[config.mk]
export PLATFORM = sky130hd
export DESIGN_NAME = json_string_value_unescape_top
export DESIGN_NICKNAME = d
export VERILOG_FILES = /design/src/jsu_pkg.sv /design/src/jsu_front.sv /design/src/jsu_queue.sv /design/src/jsu_back.sv /design/src/json_string_value_unescape_top.sv
export SDC_FILE = /design/constraint.sdc
export NUM_CORES = 1
export LEC_CHECK = 0
export BUFFER_PORTS_ARGS = -buffer_cell sky130_fd_sc_hd__buf_2
export CELL_PAD_IN_SITES_DETAIL_PLACEMENT = 0
export CELL_PAD_IN_SITES_GLOBAL_PLACEMENT = 1
export CORE_ASPECT_RATIO = 1.5
export CORE_MARGIN = 4
export CORE_UTILIZATION = 38
export DETAILED_ROUTE_END_ITERATION = 10
export PLACE_DENSITY_LB_ADDON = 0.1
export SYNTH_ARGS = -nofsm -noshare
export SYNTH_HDL_FRONTEND = slang
export SYNTH_SLANG_ARGS = --single-unit
[constraint.sdc]
create_clock -name clk -period 10.85 [get_ports clk]
set_input_delay 1.085 -clock clk [delete_from_list [all_inputs] [get_ports clk]]
set_output_delay 1.085 -clock clk [all_outputs]
set_load 0.05 [all_outputs]
[src/jsu_pkg.sv]
// ----------------------------------------------------------------------------
// jsu_pkg
// Shared types, codes and helpers for the JSON string value unescaper.
// ----------------------------------------------------------------------------
package jsu_pkg;

	localparam int QDEPTH = 4;
	localparam int QPTR_W = $clog2(QDEPTH);
	localparam int QCNT_W = $clog2(QDEPTH + 1);

	localparam logic [1:0] KIND_BYTE  = 2'd0;
	localparam logic [1:0] KIND_CLEAN = 2'd1;
	localparam logic [1:0] KIND_BAD   = 2'd2;

	// results of one request: n decoded bytes, then an optional verdict
	typedef struct packed {
		logic [3:0][7:0] bytes;
		logic [2:0]      n;
		logic [1:0]      verdict;
	} rec_t;

	typedef struct packed {
		logic       ok;
		logic [3:0] d;
	} hexd_t;

	function automatic hexd_t hex_digit(input logic [7:0] b);
		hexd_t r;
		r.ok = 1'b1;
		r.d  = 4'd0;
		if (b >= 8'h30 && b <= 8'h39)
			r.d = 4'(b - 8'h30);
		else if (b >= 8'h61 && b <= 8'h66)
			r.d = 4'(b - 8'h57);
		else if (b >= 8'h41 && b <= 8'h46)
			r.d = 4'(b - 8'h37);
		else
			r.ok = 1'b0;
		return r;
	endfunction

	// cp is always <= 0x10FFFF here
	function automatic rec_t utf8_enc(input logic [20:0] cp);
		rec_t r;
		r.bytes   = '0;
		r.verdict = KIND_BYTE;
		if (cp <= 21'h7F) begin
			r.bytes[0] = cp[7:0];
			r.n = 3'd1;
		end else if (cp <= 21'h7FF) begin
			r.bytes[0] = {3'b110, cp[10:6]};
			r.bytes[1] = {2'b10, cp[5:0]};
			r.n = 3'd2;
		end else if (cp <= 21'hFFFF) begin
			r.bytes[0] = {4'b1110, cp[15:12]};
			r.bytes[1] = {2'b10, cp[11:6]};
			r.bytes[2] = {2'b10, cp[5:0]};
			r.n = 3'd3;
		end else begin
			r.bytes[0] = {5'b11110, cp[20:18]};
			r.bytes[1] = {2'b10, cp[17:12]};
			r.bytes[2] = {2'b10, cp[11:6]};
			r.bytes[3] = {2'b10, cp[5:0]};
			r.n = 3'd4;
		end
		return r;
	endfunction

endpackage

[src/jsu_front.sv]
// ----------------------------------------------------------------------------
// jsu_front
// Accepts document bytes, runs the decode state machine and pushes one
// result record per request that yields any result.
// ----------------------------------------------------------------------------
module jsu_front (
	input  logic          clk,
	input  logic          arst_n,
	input  logic          in_valid,
	output logic          in_ready,
	input  logic [7:0]    in_byte,
	input  logic          start_req,
	input  logic          doc_end,
	input  logic          q_full,
	output logic          push,
	output jsu_pkg::rec_t push_rec
);
	import jsu_pkg::*;

	localparam logic [3:0] PH_IDLE  = 4'd0;
	localparam logic [3:0] PH_WS    = 4'd1;
	localparam logic [3:0] PH_BODY  = 4'd2;
	localparam logic [3:0] PH_ESC   = 4'd3;
	localparam logic [3:0] PH_HEX1  = 4'd4;
	localparam logic [3:0] PH_LOWBS = 4'd5;
	localparam logic [3:0] PH_LOWU  = 4'd6;
	localparam logic [3:0] PH_HEX2  = 4'd7;
	localparam logic [3:0] PH_DONE  = 4'd8;

	logic [3:0]  phase_q, ph, ph_nx;
	logic [15:0] hex_q, hex_c, hex_nx, acc;
	logic [1:0]  cnt_q, cnt_c, cnt_nx;
	logic [9:0]  high_q, high_c, high_nx;
	logic        active;
	hexd_t       hd;
	rec_t        rec;
	logic        accept;

	assign in_ready = !q_full;
	assign accept   = in_valid && in_ready;

	always_comb begin
		ph      = start_req ? PH_WS : phase_q;
		hex_c   = start_req ? 16'd0 : hex_q;
		cnt_c   = start_req ? 2'd0 : cnt_q;
		high_c  = start_req ? 10'd0 : high_q;
		ph_nx   = ph;
		hex_nx  = hex_c;
		cnt_nx  = cnt_c;
		high_nx = high_c;
		rec     = '0;
		active  = 1'b1;
		hd      = hex_digit(in_byte);
		acc     = {hex_c[11:0], hd.d};
		case (ph)
			PH_WS: begin
				if ((in_byte >= 8'd9 && in_byte <= 8'd13) || in_byte == 8'd32) begin
				end else if (in_byte == 8'h22) begin
					ph_nx = PH_BODY;
				end else begin
					rec.verdict = KIND_BAD;
				end
			end
			PH_BODY: begin
				if (in_byte == 8'h22) begin
					rec.verdict = KIND_CLEAN;
				end else if (in_byte == 8'h5C) begin
					ph_nx = PH_ESC;
				end else begin
					rec.bytes[0] = in_byte;
					rec.n = 3'd1;
				end
			end
			PH_ESC: begin
				ph_nx = PH_BODY;
				case (in_byte)
					8'h22, 8'h5C, 8'h2F: begin
						rec.bytes[0] = in_byte;
						rec.n = 3'd1;
					end
					8'h62: begin
						rec.bytes[0] = 8'd8;
						rec.n = 3'd1;
					end
					8'h66: begin
						rec.bytes[0] = 8'd12;
						rec.n = 3'd1;
					end
					8'h6E, 8'h72, 8'h74: begin
						rec.bytes[0] = 8'd32;
						rec.n = 3'd1;
					end
					8'h75: begin
						ph_nx  = PH_HEX1;
						hex_nx = 16'd0;
						cnt_nx = 2'd0;
					end
					default: rec.verdict = KIND_BAD;
				endcase
			end
			PH_HEX1, PH_HEX2: begin
				if (!hd.ok) begin
					rec.verdict = KIND_BAD;
				end else begin
					hex_nx = acc;
					if (cnt_c != 2'd3) begin
						cnt_nx = cnt_c + 2'd1;
					end else begin
						cnt_nx = 2'd0;
						if (ph == PH_HEX1) begin
							if (acc >= 16'hD800 && acc <= 16'hDBFF) begin
								high_nx = acc[9:0];
								ph_nx   = PH_LOWBS;
							end else if (acc >= 16'hDC00 && acc <= 16'hDFFF) begin
								rec.verdict = KIND_BAD;
							end else begin
								rec   = utf8_enc({5'd0, acc});
								ph_nx = PH_BODY;
							end
						end else begin
							if (acc >= 16'hDC00 && acc <= 16'hDFFF) begin
								rec   = utf8_enc({high_c + 11'h040, acc[9:0]});
								ph_nx = PH_BODY;
							end else begin
								rec.verdict = KIND_BAD;
							end
						end
					end
				end
			end
			PH_LOWBS: begin
				if (in_byte == 8'h5C) ph_nx = PH_LOWU;
				else rec.verdict = KIND_BAD;
			end
			PH_LOWU: begin
				if (in_byte == 8'h75) begin
					ph_nx  = PH_HEX2;
					hex_nx = 16'd0;
					cnt_nx = 2'd0;
				end else begin
					rec.verdict = KIND_BAD;
				end
			end
			default: active = 1'b0;
		endcase
		if (active) begin
			if (rec.verdict == KIND_BYTE && doc_end) begin
				rec.n       = 3'd0;
				rec.bytes   = '0;
				rec.verdict = KIND_BAD;
			end
			if (rec.verdict != KIND_BYTE) ph_nx = PH_DONE;
		end else begin
			rec     = '0;
			ph_nx   = phase_q;
			hex_nx  = hex_q;
			cnt_nx  = cnt_q;
			high_nx = high_q;
		end
	end

	assign push     = accept && (rec.n != 3'd0 || rec.verdict != KIND_BYTE);
	assign push_rec = rec;

	always_ff @(posedge clk or negedge arst_n) begin
		if (!arst_n) begin
			phase_q <= PH_IDLE;
			hex_q   <= '0;
			cnt_q   <= '0;
			high_q  <= '0;
		end else if (accept) begin
			phase_q <= ph_nx;
			hex_q   <= hex_nx;
			cnt_q   <= cnt_nx;
			high_q  <= high_nx;
		end
	end

endmodule

[src/jsu_queue.sv]
// ----------------------------------------------------------------------------
// jsu_queue
// Small FIFO of result records between front and back.
// ----------------------------------------------------------------------------
module jsu_queue (
	input  logic          clk,
	input  logic          arst_n,
	input  logic          push,
	input  jsu_pkg::rec_t push_rec,
	input  logic          pop,
	output logic          full,
	output logic          nempty,
	output jsu_pkg::rec_t head
);
	import jsu_pkg::*;

	rec_t              mem_q [QDEPTH];
	logic [QPTR_W-1:0] wr_q, rd_q;
	logic [QCNT_W-1:0] cnt_q;

	assign full   = (cnt_q == QCNT_W'(QDEPTH));
	assign nempty = (cnt_q != '0);
	assign head   = mem_q[rd_q];

	always_ff @(posedge clk) begin
		if (push) mem_q[wr_q] <= push_rec;
	end

	always_ff @(posedge clk or negedge arst_n) begin
		if (!arst_n) begin
			wr_q  <= '0;
			rd_q  <= '0;
			cnt_q <= '0;
		end else begin
			if (push) wr_q <= (wr_q == QPTR_W'(QDEPTH - 1)) ? '0 : wr_q + 1'b1;
			if (pop) rd_q <= (rd_q == QPTR_W'(QDEPTH - 1)) ? '0 : rd_q + 1'b1;
			if (push && !pop) cnt_q <= cnt_q + 1'b1;
			else if (pop && !push) cnt_q <= cnt_q - 1'b1;
		end
	end

endmodule

[src/jsu_back.sv]
// ----------------------------------------------------------------------------
// jsu_back
// Unrolls the head record into result items, one per cycle while the
// output is not held back, through an output register.
// ----------------------------------------------------------------------------
module jsu_back (
	input  logic          clk,
	input  logic          arst_n,
	input  logic          nempty,
	input  jsu_pkg::rec_t head,
	output logic          pop,
	output logic          out_valid,
	input  logic          out_ready,
	output logic [7:0]    out_byte,
	output logic [1:0]    kind,
	output logic          run_end
);
	import jsu_pkg::*;

	logic [1:0] idx_q;
	logic       valid_q;
	logic [7:0] byte_q;
	logic [1:0] kind_q;
	logic       end_q;
	logic       load;
	logic [2:0] total;
	logic       is_last;
	logic       is_byte;

	assign total   = head.n + {2'd0, head.verdict != KIND_BYTE};
	assign is_last = ({1'b0, idx_q} == total - 3'd1);
	assign is_byte = ({1'b0, idx_q} < head.n);
	assign load    = nempty && (!valid_q || out_ready);
	assign pop     = load && is_last;

	always_ff @(posedge clk) begin
		if (load) begin
			byte_q <= is_byte ? head.bytes[idx_q] : 8'd0;
			kind_q <= is_byte ? KIND_BYTE : head.verdict;
			end_q  <= is_last;
		end
	end

	always_ff @(posedge clk or negedge arst_n) begin
		if (!arst_n) begin
			valid_q <= 1'b0;
			idx_q   <= '0;
		end else begin
			if (load) valid_q <= 1'b1;
			else if (out_ready) valid_q <= 1'b0;
			if (load) idx_q <= is_last ? 2'd0 : idx_q + 2'd1;
		end
	end

	assign out_valid = valid_q;
	assign out_byte  = byte_q;
	assign kind      = kind_q;
	assign run_end   = end_q;

endmodule

[src/json_string_value_unescape_top.sv]
// ----------------------------------------------------------------------------
// json_string_value_unescape_top
// JSON string value decoder: whitespace skip, quote check, escape and
// \u surrogate decoding into a UTF-8 result stream.
//
//   channel | dir | tdata            | tuser        | tlast
//   s_*     | in  | in_byte[7:0]     | start_req[0] | doc_end
//   m_*     | out | out_byte[7:0]    | kind[1:0]    | run_end
//
// One input byte per cycle; each yields zero to four results, sent at one
// per cycle from the output register while m_tready is high. Results pass
// through the record queue, then the output register. A four-deep record
// queue decouples the two sides; input stalls while the queue is full, from
// multi-byte results or from output back-pressure.
// Reset clears decode state, queue and output register; no warm-up.
// ----------------------------------------------------------------------------
module json_string_value_unescape_top (
	input  logic       clk,
	input  logic       arst_n,
	input  logic       s_tvalid,
	output logic       s_tready,
	input  logic [7:0] s_tdata,   // [7:0] in_byte
	input  logic [0:0] s_tuser,   // [0] start_req
	input  logic       s_tlast,
	output logic       m_tvalid,
	input  logic       m_tready,
	output logic [7:0] m_tdata,   // [7:0] out_byte
	output logic [1:0] m_tuser,   // [1:0] kind
	output logic       m_tlast
);
	import jsu_pkg::*;

	logic q_full, q_nempty, push, pop;
	rec_t push_rec, head;

	jsu_front u_front (
		.clk       (clk),
		.arst_n    (arst_n),
		.in_valid  (s_tvalid),
		.in_ready  (s_tready),
		.in_byte   (s_tdata),
		.start_req (s_tuser[0]),
		.doc_end   (s_tlast),
		.q_full    (q_full),
		.push      (push),
		.push_rec  (push_rec)
	);

	jsu_queue u_queue (
		.clk      (clk),
		.arst_n   (arst_n),
		.push     (push),
		.push_rec (push_rec),
		.pop      (pop),
		.full     (q_full),
		.nempty   (q_nempty),
		.head     (head)
	);

	jsu_back u_back (
		.clk       (clk),
		.arst_n    (arst_n),
		.nempty    (q_nempty),
		.head      (head),
		.pop       (pop),
		.out_valid (m_tvalid),
		.out_ready (m_tready),
		.out_byte  (m_tdata),
		.kind      (m_tuser),
		.run_end   (m_tlast)
	);

endmodule

Word-level counts from Yosys, hierarchy flattened

Memories as Yosys holds them, arrays and structs flattened.
Index checks and enable logic that the tools add are counted.

Bits in registers: 53
Bits in writable memories: 148
Input bits: 14
Output and inout port bits: 13
Memories kept: 1

Add/subtract/negate cells: 12
$lt $le $gt $ge: 19
Eq/ne operators: 22
Muxes and demuxes: 98
Reduce and logical (&&, ||, !) cells: 35

Memories:

| memory        | depth | bits a word | rd ports | clocked after memory_dff | wr ports | RTL line        | source |
|---|---|---|---|---|---|---|---|
| u_queue.mem_q | 4     | 37          | 1        | 0                        | 1        | jsu_queue.sv:17 | `rec_t mem_q [QDEPTH];` |

Operators by type and width:

| operator                                              | count |
|---|---|
| 2-to-1 mux 27 bit                                     | 15 |
| 2-to-1 mux 37 bit                                     | 6 |
| 2-to-1 mux 35 bit                                     | 3 |
| 2-to-1 mux 24 bit                                     | 3 |
| 2-to-1 mux 4 bit                                      | 17 |
| 2-to-1 mux 16 bit                                     | 4 |
| 2-to-1 mux 10 bit                                     | 6 |
| equality test 8 x 7 -> 1 bit, second input constant   | 7 |
| 2-to-1 mux 11 bit                                     | 4 |
| case mux 11 bit (4 select lines)                      | 1 |
| 2-to-1 mux 19 bit                                     | 2 |
| case mux 11 bit (3 select lines)                      | 1 |
| >= comparator 16 bit, second input constant           | 2 |
| <= comparator 16 bit, second input constant           | 2 |
| case mux 16 bit (2 select lines)                      | 1 |
| 2-to-1 mux 2 bit                                      | 15 |
| 2-to-1 mux 25 bit                                     | 1 |
| equality test 8 x 6 -> 1 bit, second input constant   | 3 |
| 2-to-1 mux 8 bit                                      | 3 |
| case mux 4 bit (6 select lines)                       | 1 |
| <= comparator 21 x 11 -> 1 bit, second input constant | 1 |
| <= comparator 21 x 16 -> 1 bit, second input constant | 1 |
| <= comparator 21 x 7 -> 1 bit, second input constant  | 1 |
| binary-select mux 8 bit (select 2 bit)                | 1 |
| other kinds (39)                                      | 85 |

Longest topological paths before layout

Gate-level depths: netlist of the first run.

Depth in word-level cells: 34
Gate-level depth with buffers: 20
Depth with buffers taken out: 17

Modules after synthesis

From an unflattened synthesis of the first run, not the netlist that was laid out.

Cells, all modules: 814
Area total of the unflattened synthesis: 10328.7 um2

Modules (own cells, without submodules):

| module    | times used | cells an instance | area each (um2) | seq. area each (um2) |
|---|---|---|---|---|
| jsu_queue | 1          | 230               | 5748.0          | 4619.4 |
| jsu_front | 1          | 523               | 3697.3          | 700.7 |
| jsu_back  | 1          | 61                | 883.3           | 405.4 |

Worst setup path before layout of the first run

OpenSTA, ideal clock, no wires.

Path type: in2reg
Start: in s_tuser
End: mem u_queue.mem_q[3][0] (netlist bit) (enable)
Setup time: 0.394 ns
Arrival time: 5.065 ns
Setup slack: 5.391 ns
Stages on the path: 15
Path through: clkbuf_1 > buf_2 > clkbuf_1 > clkbuf_1 > nor2b_1 > ha_1 > nand2_2 > a2111oi_4 > o21ai_2 > or3b_4 > mux2_2 > a211oi_1 > o211ai_2 > a41oi_4 > and2_1

Word-level cells in the longest chain between the ends: 26
Elaborated cells on any way between the ends: 61

Ends and longest elaborated chain:

| element                                    | RTL line                             | source |
|---|---|---|
| start, declared                            | json_string_value_unescape_top.sv:23 | `input logic [0:0] s_tuser,` |
| 2-to-1 mux 10 bit                          | jsu_front.sv:46                      | `high_c = start_req ? 10'd0 : high_q;` |
| adder 10 x 7 -> 11 bit                     | jsu_front.sv:122                     | `rec = utf8_enc({high_c + 11'h040, acc[9:0]});` |
| <= comparator 21 x 16 -> 1 bit             | jsu_pkg.sv:54                        | `end else if (cp <= 21'hFFFF) begin` |
| 2-to-1 mux 25 bit                          | jsu_pkg.sv:54                        |  |
| 2-to-1 mux 27 bit                          | jsu_pkg.sv:50                        | `end else if (cp <= 21'h7FF) begin` |
| 2-to-1 mux 27 bit                          | jsu_pkg.sv:47                        | `if (cp <= 21'h7F) begin` |
| 2-to-1 mux 27 bit                          | jsu_front.sv:121                     | `if (acc >= 16'hDC00 && acc <= 16'hDFFF) begin` |
| 2-to-1 mux 27 bit                          | jsu_front.sv:110                     | `if (ph == PH_HEX1) begin` |
| [... 11 more ...]                          | --                                   |  |
| 2-to-1 mux 37 bit                          | jsu_front.sv:146                     | `if (active) begin` |
| 2-to-1 mux 37 bit (*)                      | jsu_front.sv:146                     |  |
| nonzero test 3 bit                         | jsu_front.sv:162                     | `assign push = accept && (rec.n != 3'd0 \|\| rec.verdict != KIND_BYTE);` |
| logical OR 1 bit (*)                       | jsu_front.sv:162                     |  |
| logical AND 1 bit (*)                      | jsu_front.sv:162                     |  |
| named net push                             | json_string_value_unescape_top.sv:33 | `logic q_full, q_nempty, push, pop;` |
| 2-to-1 mux 1 bit (*)                       | jsu_queue.sv:26                      | `if (push) mem_q[wr_q] <= push_rec;` |
| 2-to-1 mux 1 bit (not written as such) (*) | jsu_queue.sv:26                      |  |
| end, declared                              | jsu_queue.sv:17                      |  |

The timed path passes the listed nets; every way through them passes the cells marked *. The select of a mux whose other input is x is not followed.

Worst setup path after layout of the first run

Start: in s_tuser
End: reg u_queue.cnt_q[1]

Word-level cells in the longest chain between the ends: 27
Elaborated cells on any way between the ends: 64

Ends and longest elaborated chain:

| element                             | RTL line                             | source |
|---|---|---|
| 2-to-1 mux 10 bit                   | jsu_front.sv:46                      |  |
| adder 10 x 7 -> 11 bit              | jsu_front.sv:122                     |  |
| <= comparator 21 x 16 -> 1 bit      | jsu_pkg.sv:54                        |  |
| 2-to-1 mux 25 bit                   | jsu_pkg.sv:54                        |  |
| 2-to-1 mux 27 bit                   | jsu_pkg.sv:50                        |  |
| 2-to-1 mux 27 bit                   | jsu_pkg.sv:47                        |  |
| 2-to-1 mux 27 bit                   | jsu_front.sv:121                     |  |
| 2-to-1 mux 27 bit                   | jsu_front.sv:110                     |  |
| [... 12 more ...]                   | --                                   |  |
| 2-to-1 mux 37 bit (*)               | jsu_front.sv:146                     |  |
| nonzero test 3 bit                  | jsu_front.sv:162                     |  |
| logical OR 1 bit (*)                | jsu_front.sv:162                     |  |
| logical AND 1 bit (*)               | jsu_front.sv:162                     |  |
| named net push                      | json_string_value_unescape_top.sv:33 |  |
| zero test 1 bit                     | jsu_queue.sv:38                      | `else if (pop && !push) cnt_q <= cnt_q - 1'b1;` |
| logical AND 1 bit                   | jsu_queue.sv:38                      |  |
| nonzero test 2 bit (no source line) | --                                   |  |
| end signal, assigned                | jsu_queue.sv:37                      | `if (push && !pop) cnt_q <= cnt_q + 1'b1;` |
| end signal, assigned                | jsu_queue.sv:38                      |  |
| end, declared                       | jsu_queue.sv:19                      | `logic [QCNT_W-1:0] cnt_q;` |

Marks and branches as above.
A chain may end at the register's enable or synchronous reset.

==> run_results.csv, run 1 <==
group,metric,value,unit
outcome,status,"complete, no violations",
die,io_pins,27,
global_routing,track_usage,19.3,%
global_routing,grt_first_pass_wirelength,42.7,mm
route,drtPass1Iterations,5,
synth,synth_warnings,0,
layout,antenna-diode-count,0,
die,fp.dieH,207,um
critical_path,worstPathMaxFanout,60,
route,antenna_left,0,
clocking,cts_buffers,17,
synth,netlist_area,9990,um2
power,leakagePower,3.85,nW
die,die_area,29000,um2
synth,synth_ff_type,"edfxtp_1",
timing,slew_headroom,31.4,%
timing,rsz0062_at_grt,"no",
timing,finalHoldViolations,0,
global_routing,overflow,0,
die,die_w,140,um
layout,syn_to_final_growth,9.87,%
placed_design,gp_congestion,0.903,
die,num_rows,72,
power,totalPowerFinal,2.25,mW
timing,fmax,186,MHz
run,drv_cap,0,
worst_hold_path,hold_depth,2,
critical_path,crit_arrival,5.69,ns
placed_design,dpl.hpwl,19.5,mm
route,viasPerCell,5.98,
clocking,ctsHoldBuffers,0,
synth,ys_ff_latch,185,
synth,syn-num-nets,859,
placed_design,dp_slack,5.10,ns
route,wl,27.7,mm
clocking,cts_root_buf,"clkbuf_16",
power,p_sw_share,32.2,%
synth,synth_edf_count,147,
critical_path,reg2regPathDepth,15,
layout,finalNetCount,863,
route,route.met2.wl,14.5,mm
route,vias,7040,
power,pwr-share-seq,42.8,%
synth,ys_seq_area_share,53.7,%
timing,tns,0,ns
global_routing,grt_max_degree,61,
synth,ys_types,95,
power,internal-power,1.53,mW
power,p_switching,725,uW
route,drcViolationCount,0,
synth,netlist_instances,827,
power,ir_drop,0.161,mV
route,wl_per_cell,23.5,um
timing,fin_ws,5.48,ns
layout,final_cell_mix,"147 x edfxtp_1, 72 x nor2_1, 63 x nand2_1, 59 x a21oi_1, 45 x o21ai_0",
die,initial_utilization,38.6,%
clocking,htreeDepth,4,
clocking,insertion_delay,0.43,ns
placed_design,io_buffers,26,
critical_path,crit_type,"primary input to register",
route,drt_iter0_markers,712,
placed_design,dp_cells,1145,
timing,setup_viol,0,
clocking,cts.clk_slew.worst_paths,0.07,ns
timing,fin_skew,0.0137,ns
timing,maxSlewViolCount,0,
layout,final_cells,1177,
die,core_area,25900,um2
global_routing,grt_pass1_vias,7154,
power,combPwrFrac,30.3,%
timing,period_minus_slack,5.37,ns
critical_path,critPathCaptureType,"register",
critical_path,cp.required,11.17,ns
clocking,clkSinkCount,185,
clocking,cts_setup_buffers,0,
synth,async_flop_share,20.5,%
clocking,cts.repair.resized,0,
layout,final_common_cell,"edfxtp_1",
clocking,cts_tree,"done",
worst_hold_path,min_path_type,"register to register",
power,clkPwrFrac,26.9,%
clocking,cts.path.max_buffers,2,
power,powerDensity,205,nW/um2
synth,postSynthAreaPerCell,12.1,um2
critical_path,start_kind,"primary input",
layout,layout-drive-gt1-share,17.2,%
route,highest_layer,"met4",
timing,worst-slew-pin-transition,1.03,ns
timing,min_period_over_period,49.5,%
global_routing,antenna_found_initial,0,
route,wl_met1,11.1,mm
route,wl_met3,1.14,mm
cell type report:
cell class	count	area [um2]
clock inverter	10	120
tap	333	417
sequential	185	5370
inverter	26	97.6
timing repair buffer	38	220
clock buffer	22	454
fill	2425	14900
multi-input combinational	563	4300
critical path: stages:
cell,delay [ns]
buf_2,0.10
buf_4,0.30
nand2b_1,0.29
inv_1,0.11
ha_1,0.24
nand2_2,0.09
a2111oi_4,0.39
o21ai_2,0.13
or3b_4,0.42
o41ai_4,0.86
nor4_1,0.14
nand2_2,0.26
a41oi_4,0.21
ha_1,0.29
inv_1,0.07
fa_1,0.40
mux2_2,0.26
stage by stage:
step	hold WS [ns]	util [%]	area, um2
finish	0.491	42.4	11000
global route	0.530	42.4	11000
CTS	0.500	42.4	11000
detailed placement	0.487	40.2	10400
global placement	0.464	40.2	10400
floorplan	0.442	-	9990
synthesized netlist by cell type (9+ instances only):
| library cell | instances | area [um2] |
|---|---|---|
| xnor2_1 | 9 | 78.8 |
| mux2i_1 | 12 | 120 |
| nor3_1 | 18 | 90.1 |
| a21oi_1 | 59 | 295 |
| nand2_1 | 63 | 236 |
| nor2_1 | 72 | 270 |
| nand2b_1 | 10 | 62.6 |
| o22ai_1 | 9 | 56.3 |
| o21ai_1 | 11 | 55.1 |
| nand3_1 | 13 | 65.1 |
| buf_2 | 10 | 50.1 |
| mux4_2 | 41 | 923 |
| inv_1 | 26 | 97.6 |
| nor2b_1 | 16 | 100 |
| edfxtp_1 | 147 | 4410 |
| dfrtp_1 | 38 | 951 |
| o21ai_0 | 45 | 225 |
| ha_1 | 17 | 213 |
| clkbuf_1 | 38 | 143 |
power groups by stage:
stage	Combinational (mW)	Clock (mW)	Sequential [mW]
final	0.683	0.607	0.964
after floorplan	0.470	0	1.02
after CTS	0.703	0.622	0.965
after global routing	0.746	0.652	0.976
after detailed placement	0.701	0	0.980
after global placement	0.689	0	0.974
worst paths after layout:
kind                                   start                to  slack [ns]
max                                  s_tuser  u_queue.cnt_q[1]        5.48
min                         u_front.cnt_q[1]  u_front.cnt_q[1]        0.49
max reg2reg                u_front.high_q[6]  u_queue.cnt_q[1]        6.23
min reg2reg                 u_front.cnt_q[1]  u_front.cnt_q[1]        0.49
max in group asynchronous             arst_n   u_queue.rd_q[0]        9.30
min in group asynchronous             arst_n  u_front.hex_q[2]        0.82
kinds of logic (layout without fill, tap and decap cells):
group / count (synthesis) / after routing / synth area share (%)
multiplexers: 59 / 59 / 11.2
flip-flops: 185 / 185 / 53.7
XOR/XNOR: 13 / 13 / 1.14
buffers and inverters: 79 / 96 / 3.24
AND/OR/NAND/NOR: 266 / 266 / 14.1
adder cells (fa/ha/maj): 18 / 18 / 2.33
AO/OA/AOI/OAI: 207 / 207 / 14.3
flip-flops by register name, indices dropped and copies added, names as in the netlist, 2 cells and up:
signal	cells
u_back.out_byte	8
u_front.phase_q	4
u_front.high_q	10
u_back.idx_q	2
u_queue.wr_q	2
u_queue.mem_q	136
u_back.kind	2
u_front.cnt_q	2
u_queue.cnt_q	3
u_queue.rd_q	2
u_front.hex_q	12
metal layers:
layer  vias up  track usage [%]
li1       3181                -
met1      3535             23.2
met2       260             34.9
met3        64             2.74
met4         0             7.72
met5         -                0
No activity file was read; power rests on OpenSTA's default activity.
==> run 2, diff against run 1 <==
==> constraint.sdc (replaced) <==
create_clock -name clk -period 4.7 [get_ports clk]
set_input_delay 0.47 -clock clk [delete_from_list [all_inputs] [get_ports clk]]
set_output_delay 0.47 -clock clk [all_outputs]
set_load 0.05 [all_outputs]
==> run 2 against run 1 <==
  * Count of clock-buffer cells in the layout decreased by 3
  * Sequential share of layout area is 1.0 points lower
  * Clock power is 130% higher
  * Global-route usage up 0.86 points
  * Critical path type is now register to register
==> run_results.csv, run 2 (synthesis results as in run 1) <==
group,metric,value,unit
layout,fin_util,43.3,%
global_routing,grt_first_pass_wirelength,44.0,mm
timing,fmax,231,MHz
clocking,htreeDepth,4,
critical_path,cp_slowest_cell,"a2111oi_4",
timing,min_period_over_period,92.1,%
layout,layout-drive-gt1-share,20.0,%
timing,whs,0.196,ns
layout,top_regs,"u_queue.mem_q x136, u_front.hex_q x12, u_front.high_q x10",
timing,maxSlewViolCount,0,
placed_design,io_buffers,26,
critical_path,crit_arrival,4.68,ns
power,ir_drop,0.355,mV
timing,tns,0,ns
timing,fin_ws,0.372,ns
route,wl_met1,11.1,mm
timing,rsz0062_at_grt,"no",
die,num_rows,72,
route,route.met2.wl,15.2,mm
route,drt_iter0_markers,589,
timing,slew_headroom,32.1,%
worst_hold_path,min_path_type,"primary input to async pin",
layout,syn_to_final_growth,12.2,%
route,antenna_left,0,
critical_path,worstPathMaxFanout,11,
timing,period_minus_slack,4.33,ns
clocking,ctsHoldBuffers,0,
die,core_area,25900,um2
clocking,cts_buffers,17,
critical_path,crit_buf_inv,2,
layout,final_cells,1200,
layout,stdcell_area,11200,um2
timing,fin_skew,0.0159,ns
layout,antenna-diode-count,0,
route,drtPass1Iterations,5,
global_routing,grt_max_degree,52,
layout,regMostFlops,"u_queue.mem_q",
route,wl_per_cell,23.9,um
clocking,cts_setup_buffers,0,
timing,setup_viol,0,
outcome,status,"complete, no violations",
route,drcViolationCount,0,
placed_design,gp_congestion,0.900,
timing,finalHoldViolations,0,
die,die_area,29000,um2
critical_path,start_kind,"register",
clocking,cts_root_buf,"clkbuf_16",
route,wl_met3,1.04,mm
clocking,cts_tree,"done",
route,highest_layer,"met4",
power,totalPowerFinal,5.27,mW
layout,final_common_cell,"edfxtp_1",
clocking,cts.repair.resized,0,
critical_path,path_cells,"nor2b_1 > ha_1 > nand2_2 > a2111oi_4 > o21ai_2 > or3b_4 > o41ai_4 > buf_4 > o311ai_2 > a41oi_4 > ha_1 > inv_1 > fa_1 > xor2_1 > nor2_1 > xor2_1",
route,wl,28.7,mm
clocking,cts.clk_slew.worst_paths,0.07,ns
power,powerDensity,471,nW/um2
clocking,clkSinkCount,185,
run,drv_cap,0,
critical_path,cp.required,5.05,ns
global_routing,track_usage,20.2,%
placed_design,dp_cells,1168,
placed_design,place_area,10600,um2
global_routing,antenna_found_initial,0,
critical_path,cp_top_family,"compound AO/OA/AOI/OAI gates",
global_routing,overflow,0,
clocking,cts.path.max_buffers,2,
clocking,insertion_delay,0.44,ns
die,initial_utilization,38.6,%
power,leakagePower,3.99,nW
placed_design,dpl.hpwl,21.0,mm
route,viasPerCell,5.88,
route,vias,7057,
layout,final_cell_mix,"147 x edfxtp_1, 72 x nor2_1, 63 x nand2_1, 59 x a21oi_1, 45 x o21ai_0",
critical_path,cp_slowest_stage_delay,0.48,ns
layout,finalNetCount,886,
placed_design,dp_slack,0.228,ns
die,io_pins,27,
timing,worst-slew-pin-transition,1.02,ns
global_routing,grt_pass1_vias,7171,
die,fp.dieH,207,um
die,die_w,140,um
critical_path,critPathCaptureType,"register",
layout,largest_reg_flops,136,
critical_path,crit_type,"register to register",
-- run 2: cell types whose count changed in the layout (fill, tap and decap cells not counted), moves of 2 or more --
cell,delta
buf_4,+19
and2_1,-4
inv_6,+2
clkbuf_1,-2
and2_2,+4
buf_12,+4
-- run 2: report_power, final --
group	switching, mW	internal [mW]	total [mW]	leakage [nW]
combinational	0.910	0.696	1.61	1.78
clock	0.630	0.792	1.42	0.282
sequential	0.184	2.06	2.24	1.93
total	1.72	3.55	5.27	3.99
-- run 2: path summary, 6_finish.rpt --
path | start | endpoint | slack (ns) | depth (start not counted)
max | u_front.high_q[7] | u_queue.cnt_q[2] | 0.37 | 16
min | arst_n | u_front.hex_q[4] | 0.20 | 1
max reg2reg | u_front.high_q[7] | u_queue.cnt_q[2] | 0.37 | 16
min reg2reg | u_front.cnt_q[0] | u_front.cnt_q[0] | 0.49 | 1
max in group asynchronous | arst_n | u_queue.rd_q[0] | 3.78 | 1
min in group clk | m_tready | u_back.out_valid | 0.23 | 2
-- run 2: metal layers --
| layer | GRT usage, % | up-vias |
|---|---|---|
| met5 | 0 | - |
| met4 | 10.2 | 0 |
| met3 | 2.97 | 52 |
| met1 | 23.5 | 3570 |
| li1 | - | 3234 |
| met2 | 36.2 | 201 |
-- run 2: cell type report --
type                       instances  area, um2
fill                            2404      14700
timing repair buffer              61        443
inverter                          26       97.6
clock buffer                      19        433
sequential                       185       5370
tap                              333        417
clock inverter                    13        145
multi-input combinational        563       4300
